### config.mk
export PLATFORM = sky130hd
export DESIGN_NAME = periodic_task_tick_scheduler_top
export DESIGN_NICKNAME = d
export VERILOG_FILES = /design/src/hw/rtl/ptts_pkg.sv /design/src/hw/rtl/periodic_task_tick_scheduler_top.sv
export SDC_FILE = /design/constraint.sdc
export NUM_CORES = 1
export LEC_CHECK = 0
export ABC_AREA = 0
export BUFFER_PORTS_ARGS = -buffer_cell sky130_fd_sc_hd__buf_2
export CELL_PAD_IN_SITES_DETAIL_PLACEMENT = 1
export CELL_PAD_IN_SITES_GLOBAL_PLACEMENT = 1
export CORE_MARGIN = 5
export CORE_UTILIZATION = 45
export CTS_BUF_LIST = sky130_fd_sc_hd__clkbuf_8
export CTS_CLUSTER_DIAMETER = 30
export CTS_CLUSTER_SIZE = 24
export DETAILED_ROUTE_END_ITERATION = 12
export HOLD_SLACK_MARGIN = 0.03
export PLACE_DENSITY_LB_ADDON = 0.1
export SETUP_SLACK_MARGIN = 0.5
export SLEW_MARGIN = 5
export SYNTH_ARGS = -nofsm -noshare
export SYNTH_HDL_FRONTEND = slang
export SYNTH_SLANG_ARGS = --single-unit
export TNS_END_PERCENT = 5
### constraint.sdc
create_clock -name clock -period 4.8 [get_ports clock]
set_clock_uncertainty 0.1 [all_clocks]
set_input_delay 0.96 -clock clock [delete_from_list [all_inputs] [get_ports clock]]
set_output_delay 0.96 -clock clock [all_outputs]
set_load 0.05 [all_outputs]
### src/hw/rtl/ptts_pkg.sv
`default_nettype none
package ptts_pkg;

   localparam int MAX_TASKS = 8;
   localparam int IDX_W     = (MAX_TASKS > 1) ? $clog2(MAX_TASKS) : 1;
   localparam int SCAN_W    = $clog2(MAX_TASKS + 1);

   localparam logic [2:0] MODE_TICK    = 3'd0;
   localparam logic [2:0] MODE_CREATE  = 3'd1;
   localparam logic [2:0] MODE_SUSPEND = 3'd2;
   localparam logic [2:0] MODE_RESUME  = 3'd3;
   localparam logic [2:0] MODE_DELETE  = 3'd4;

   localparam logic [1:0] KIND_OK   = 2'd0;
   localparam logic [1:0] KIND_ERR  = 2'd1;
   localparam logic [1:0] KIND_FIRE = 2'd2;
   localparam logic [1:0] KIND_IDLE = 2'd3;

   typedef struct packed {
      logic [2:0]  mode;
      logic [7:0]  task_index;
      logic [15:0] period;
      logic [7:0]  initial_delay;
   } req_type;

   typedef struct packed {
      logic [1:0] kind;
      logic [5:0] fired_task;
      logic       last;
   } rsp_type;

endpackage
`default_nettype wire

### src/hw/rtl/periodic_task_tick_scheduler_top.sv
// Table operations (create, suspend, resume, delete): result in the cycle after accept, busy stays
// low, so a new transaction can be taken every cycle.
// Tick: busy while the scan runs; one task slot is read from the slot memory per cycle and, if valid,
// written back in the following cycle. A fire result is held until the next slot fires or the scan
// ends; the last result of a tick is shown in the cycle busy falls. No receiver stall exists.
// Synchronous reset empties the table (valid and suspended marks cleared); memory is not cleared.
`default_nettype none
module periodic_task_tick_scheduler_top (
   input  wire logic              clock,
   input  wire logic              reset,
   input  wire logic              start,
   output logic                   busy,
   input  wire ptts_pkg::req_type req_data,
   output logic                   rsp_valid,
   output ptts_pkg::rsp_type      rsp_data
);
   import ptts_pkg::*;

   typedef enum logic {ST_IDLE, ST_TICK} state_type;

   state_type             state_ff, state_in;
   logic [SCAN_W-1:0]     scan_ff, scan_in;
   logic                  s1_active_ff, s1_active_in;
   logic [IDX_W-1:0]      s1_idx_ff, s1_idx_in;
   logic                  pend_ff, pend_in;
   logic [IDX_W-1:0]      pend_idx_ff, pend_idx_in;
   logic                  rsp_valid_ff, rsp_valid_in;
   rsp_type               rsp_ff, rsp_in;
   logic [MAX_TASKS-1:0]  slot_valid_ff, slot_valid_in;
   logic [MAX_TASKS-1:0]  suspended_ff, suspended_in;

   // word: {reload_period, countdown}
   logic [31:0]           mem [MAX_TASKS];
   logic [31:0]           rd_data_ff;
   logic                  mem_we;
   logic [IDX_W-1:0]      mem_wa;
   logic [31:0]           mem_wd;
   logic                  rd_en;

   logic                  accept;
   logic                  in_range;
   logic [IDX_W-1:0]      req_idx;
   logic [15:0]           cd_dec;
   logic [15:0]           reload;
   logic                  fire;

   assign accept   = start && !busy;
   assign in_range = req_data.task_index < 8'(MAX_TASKS);
   assign req_idx  = req_data.task_index[IDX_W-1:0];
   assign cd_dec   = rd_data_ff[15:0] - 16'd1;
   assign reload   = rd_data_ff[31:16];
   assign fire     = (cd_dec == 16'd0) && !suspended_ff[s1_idx_ff];
   assign rd_en    = (state_ff == ST_TICK) && (scan_ff < SCAN_W'(MAX_TASKS));

   always_comb begin
      state_in      = state_ff;
      scan_in       = scan_ff;
      s1_active_in  = 1'b0;
      s1_idx_in     = scan_ff[IDX_W-1:0];
      pend_in       = pend_ff;
      pend_idx_in   = pend_idx_ff;
      rsp_valid_in  = 1'b0;
      rsp_in        = rsp_ff;
      slot_valid_in = slot_valid_ff;
      suspended_in  = suspended_ff;
      mem_we        = 1'b0;
      mem_wa        = req_idx;
      mem_wd        = {req_data.period, req_data.period + {8'd0, req_data.initial_delay}};

      unique case (state_ff)
         ST_IDLE: begin
            if (accept) begin
               rsp_valid_in = 1'b1;
               rsp_in       = '{kind: KIND_OK, fired_task: 6'd0, last: 1'b1};
               if (req_data.mode == MODE_TICK) begin
                  rsp_valid_in = 1'b0;
                  state_in     = ST_TICK;
                  scan_in      = '0;
                  pend_in      = 1'b0;
               end else if (req_data.mode > MODE_DELETE || !in_range) begin
                  rsp_in.kind = KIND_ERR;
               end else begin
                  case (req_data.mode)
                     MODE_CREATE: begin
                        if (req_data.period == 16'd0) begin
                           rsp_in.kind = KIND_ERR;
                        end else begin
                           mem_we                 = 1'b1;
                           suspended_in[req_idx]  = 1'b0;
                           slot_valid_in[req_idx] = 1'b1;
                        end
                     end
                     MODE_SUSPEND: suspended_in[req_idx] = 1'b1;
                     MODE_RESUME:  suspended_in[req_idx] = 1'b0;
                     default:      slot_valid_in[req_idx] = 1'b0;
                  endcase
               end
            end
         end
         ST_TICK: begin
            if (rd_en) begin
               s1_active_in = 1'b1;
               scan_in      = scan_ff + SCAN_W'(1);
            end
            if (s1_active_ff && slot_valid_ff[s1_idx_ff]) begin
               mem_we = 1'b1;
               mem_wa = s1_idx_ff;
               mem_wd = {reload, fire ? reload : cd_dec};
               if (fire) begin
                  // hold each fire until we know whether another follows
                  if (pend_ff) begin
                     rsp_valid_in = 1'b1;
                     rsp_in       = '{kind: KIND_FIRE, fired_task: 6'(pend_idx_ff), last: 1'b0};
                  end
                  pend_in     = 1'b1;
                  pend_idx_in = s1_idx_ff;
               end
            end
            if (!rd_en && !s1_active_ff) begin
               rsp_valid_in = 1'b1;
               if (pend_ff) begin
                  rsp_in = '{kind: KIND_FIRE, fired_task: 6'(pend_idx_ff), last: 1'b1};
               end else begin
                  rsp_in = '{kind: KIND_IDLE, fired_task: 6'd0, last: 1'b1};
               end
               pend_in      = 1'b0;
               state_in     = ST_IDLE;
            end
         end
         default: state_in = ST_IDLE;
      endcase
   end

   always_ff @(posedge clock) begin
      if (reset) begin
         state_ff      <= ST_IDLE;
         scan_ff       <= '0;
         s1_active_ff  <= 1'b0;
         pend_ff       <= 1'b0;
         rsp_valid_ff  <= 1'b0;
         slot_valid_ff <= '0;
         suspended_ff  <= '0;
      end else begin
         state_ff      <= state_in;
         scan_ff       <= scan_in;
         s1_active_ff  <= s1_active_in;
         pend_ff       <= pend_in;
         rsp_valid_ff  <= rsp_valid_in;
         slot_valid_ff <= slot_valid_in;
         suspended_ff  <= suspended_in;
      end
      s1_idx_ff   <= s1_idx_in;
      pend_idx_ff <= pend_idx_in;
      rsp_ff      <= rsp_in;
   end

   always_ff @(posedge clock) begin
      if (mem_we) begin
         mem[mem_wa] <= mem_wd;
      end
      if (rd_en) begin
         rd_data_ff <= mem[scan_ff[IDX_W-1:0]];
      end
   end

   assign busy      = (state_ff != ST_IDLE);
   assign rsp_valid = rsp_valid_ff;
   assign rsp_data  = rsp_ff;

   a_fire_in_range: assert property (@(posedge clock) disable iff (reset)
      rsp_valid && rsp_data.kind == KIND_FIRE |-> rsp_data.fired_task < 6'(MAX_TASKS))
      else $error("fired task index out of range");

   a_tick_ends_last: assert property (@(posedge clock) disable iff (reset)
      $fell(busy) |-> rsp_valid && rsp_data.last)
      else $error("tick ended without a final result");

   a_tick_goes_busy: assert property (@(posedge clock) disable iff (reset)
      start && !busy && req_data.mode == MODE_TICK |=> busy && !rsp_valid)
      else $error("tick transaction did not start a scan");

   a_op_single_result: assert property (@(posedge clock) disable iff (reset)
      start && !busy && req_data.mode != MODE_TICK |=>
         rsp_valid && rsp_data.last && (rsp_data.kind == KIND_OK || rsp_data.kind == KIND_ERR))
      else $error("table operation gave a wrong result");

   a_idle_is_last: assert property (@(posedge clock) disable iff (reset)
      rsp_valid && rsp_data.kind == KIND_IDLE |-> rsp_data.last && !busy)
      else $error("idle tick result not final");

endmodule
`default_nettype wire

==> reports/metrics.csv <==
metric;value;unit
crit_arrival;4020;ps
routabilityCongestion;0.8053;
postCtsSetupBuffers;0;
die_w;184.4;um
setup_tns;0;ps
status;complete, no violations;
grt_overflow;0;
dp_hpwl;20290;um
num-fill-cells;2803;
drive_above_1_share;31.22;%
cts_buffers;67;
slew_headroom;30.10;%
cts_hold_buf;0;
critPathLaunch;rd_data_ff[0];
tightest_slew;1039;ps
multi_input_comb_area;4095;sq um
drt_first_iter_violations;477;
synth-edff-count;297;
startpoint_type;register;
seq_area;9465;sq um
viasPerCell;5.616;
drc;0;
synth_xor_area_share;1.471;%
grt_max_degree;44;
synth_area;13690;sq um
ys_async_sr_fraction;0;%
cts_tree;built;
die-area;34010;sq um
clkSlewWorstSetupHoldPaths;60;ps
ys_types;57;
setup-violations-final;0;
regToRegEndpoint;mem[2][12];
num_io_pins;49;
ir_drop;0.0002957;V
max_freq;0.2571;GHz
power.leakage;5.360;nW
grt_first_pass_wirelength;50690;um
synth-simple-area-share;7.485;%
cts.sinks;324;
slew_viol_final;0;
p_total;6.590;mW
fp.dieH;184.4;um
cts_buffer_depth;3;
crit_type;register to register;
rr_worst_depth;10;
initial_core_util;45.83;%
synthMuxAreaShare;16.13;%
whs;375.6;ps
p_per_area;412.4;nW/um^2
ys_seq_area_share;69.09;%
via_count;7587;
stdcell_area;15980;sq um
htree_levels;3;
synth_compound_area_share;3.080;%
end_kind;register;
postRouteAntennaNets;0;
period_share;81.04;%
r2r-start;rd_data_ff[0];
rsz0062_at_grt;false;
row_count;63;
ys.flop_type;edfxtp_1;
r2r_slack;910;ps
synth_cells;808;
cts_resized;0;
cap_violations;0;
crit_end;mem[2][12];
syn_avg_cell_area;16.94;sq um
synth_top_family_by_area;multiplexers;
synthAdderAreaFrac;1.152;%
finalHoldViolCount;0;
finalCriticalPeriod;3890;ps
worst_hold_path_type;register to register;
wirelength;33380;um
core;29870;sq um
antenna_found_initial;0;
synth_seq_cells;324;
n_antenna_cell;0;
wire_per_inst;24.70;um
yosys_warnings;0;
synthToLayoutAreaGrowth;16.72;%
clk_latency;580;ps
required;4930;ps
grt_pass1_vias;8406;
placedInstanceArea;14460;sq um
port_buffers;45;
num-nets-final;956;
clockRootBuffer;clkbuf_8;
worst_slack;910.0;ps
track_usage;20.00;%
pre_cts_slack;687.0;ps
worst-path-max-fanout;8;
drtPass1Iterations;5;
==> metal layers <==
metal,GRT usage (%),up-vias,wire [um]
met1,25.83,3952,14120
met3,4.046,55,1668
met2,34.03,181,16880
li1,-,3399,-
met5,0,-,0
met4,6.773,0,709
==> worst min-delay path by stage <==
stage	from	to	slack [ps]	cells past startpoint
after floorplan	scan_ff[2]	s1_idx_ff[2]	230	0
after global placement	register	register	360	2
after detailed placement	register	register	370	2
after CTS	register	register	380	2
after global routing	register	register	410	2
final	register	register	380	2
==> flip-flops by register name, indices dropped and copies added, names as in the netlist, named ones only <==
| name | cells |
|---|---|
| rd_data_ff | 32 |
| busy | 1 |
| mem | 256 |
| s1_idx_ff | 3 |
| pend_idx_ff | 3 |
| s1_active_ff | 1 |
| rsp_data | 6 |
| scan_ff | 4 |
| pend_ff | 1 |
| rsp_valid | 1 |
==> power by group <==
group          switching, mW  total, mW  internal, mW
clock network           1.31       3.19          1.88
registers             0.0156       3.14          3.12
logic                  0.172      0.259        0.0871
total                   1.50       6.59          5.09
==> Yosys cell counts (9+ instances only) <==
cell | count | share of area, %
nand2_1 | 83 | 2.3
nor4_1 | 11 | 0.50
clkbuf_1 | 22 | 0.60
xor2_1 | 11 | 0.70
mux2_2 | 33 | 2.7
ha_1 | 11 | 1.0
a21oi_1 | 21 | 0.77
nor2_1 | 28 | 0.77
nand2b_1 | 20 | 0.91
nand3_1 | 14 | 0.51
xnor2_1 | 12 | 0.77
edfxtp_1 | 297 | 65
mux4_2 | 64 | 11
inv_1 | 9 | 0.25
buf_1 | 10 | 0.27
o21ai_0 | 12 | 0.44
dfxtp_1 | 27 | 3.9
mux2i_1 | 29 | 2.1
==> layout by cell type, fill, tap and decap left out, types with 4 or more instances in the layout <==
cell type	Yosys	final
inv_6	0	9
clkinv_1	0	4
and2_1	5	5
or2_2	4	4
or4_1	4	4
nand2b_1	20	20
clkinvlp_4	0	8
nor2_4	0	9
nor4_1	11	11
buf_2	0	45
clkinv_2	0	9
inv_1	9	15
edfxtp_1	297	297
nor2b_1	5	5
nand2_1	83	82
nand3_1	14	14
mux4_1	4	4
a211oi_1	7	7
mux4_2	64	64
ha_1	11	11
xor2_1	11	11
mux2i_1	29	29
buf_4	3	20
and3_1	6	6
nor2_1	28	19
a21o_1	4	4
o21ai_0	12	12
bufinv_16	0	8
a31oi_1	4	4
clkbuf_8	0	72
clkinv_4	0	8
nor3_1	8	8
xnor2_1	12	12
o31ai_1	4	4
mux2_2	33	33
dfxtp_1	27	24
a21oi_1	21	21
==> area by class of cell <==
type / instances / share of cell area [%]
Tap cell: 390 / 3.054
Inverter: 9 / 0.2114
Clock inverter: 52 / 3.328
Multi-Input combinational cell: 439 / 25.63
Timing Repair Buffer: 65 / 2.349
Sequential cell: 324 / 59.23
Clock buffer: 72 / 6.201
==> worst max-delay path: stages (launching register included) <==
cell and delay, ps:
edfxtp_1 480, inv_1 130, ha_1 240, or3b_2 530, nor4_1 260, xor2_1 170
or3_1 410, nor3_4 220, buf_4 230, mux2i_1 90, o21ai_0 690
==> kinds of logic after synthesis <==
logic type / after synthesis
adders and majority gates: 12
DFF: 324
buffers and inverters: 47
xor gates and xnor gates: 23
and+or+nand+nor: 206
muxes: 130
AOI/OAI and AO/OA: 65
other: 1
==> through the flow <==
stage / std cells / utilization (%)
final: 1351 / 53.49
after global routing: 1351 / 53.49
after CTS: 1351 / 53.49
after detailed placement: 1227 / 48.39
after global placement: 1227 / 48.39
after floorplan: 810 / -
No activity file was read; power rests on OpenSTA's default activity.
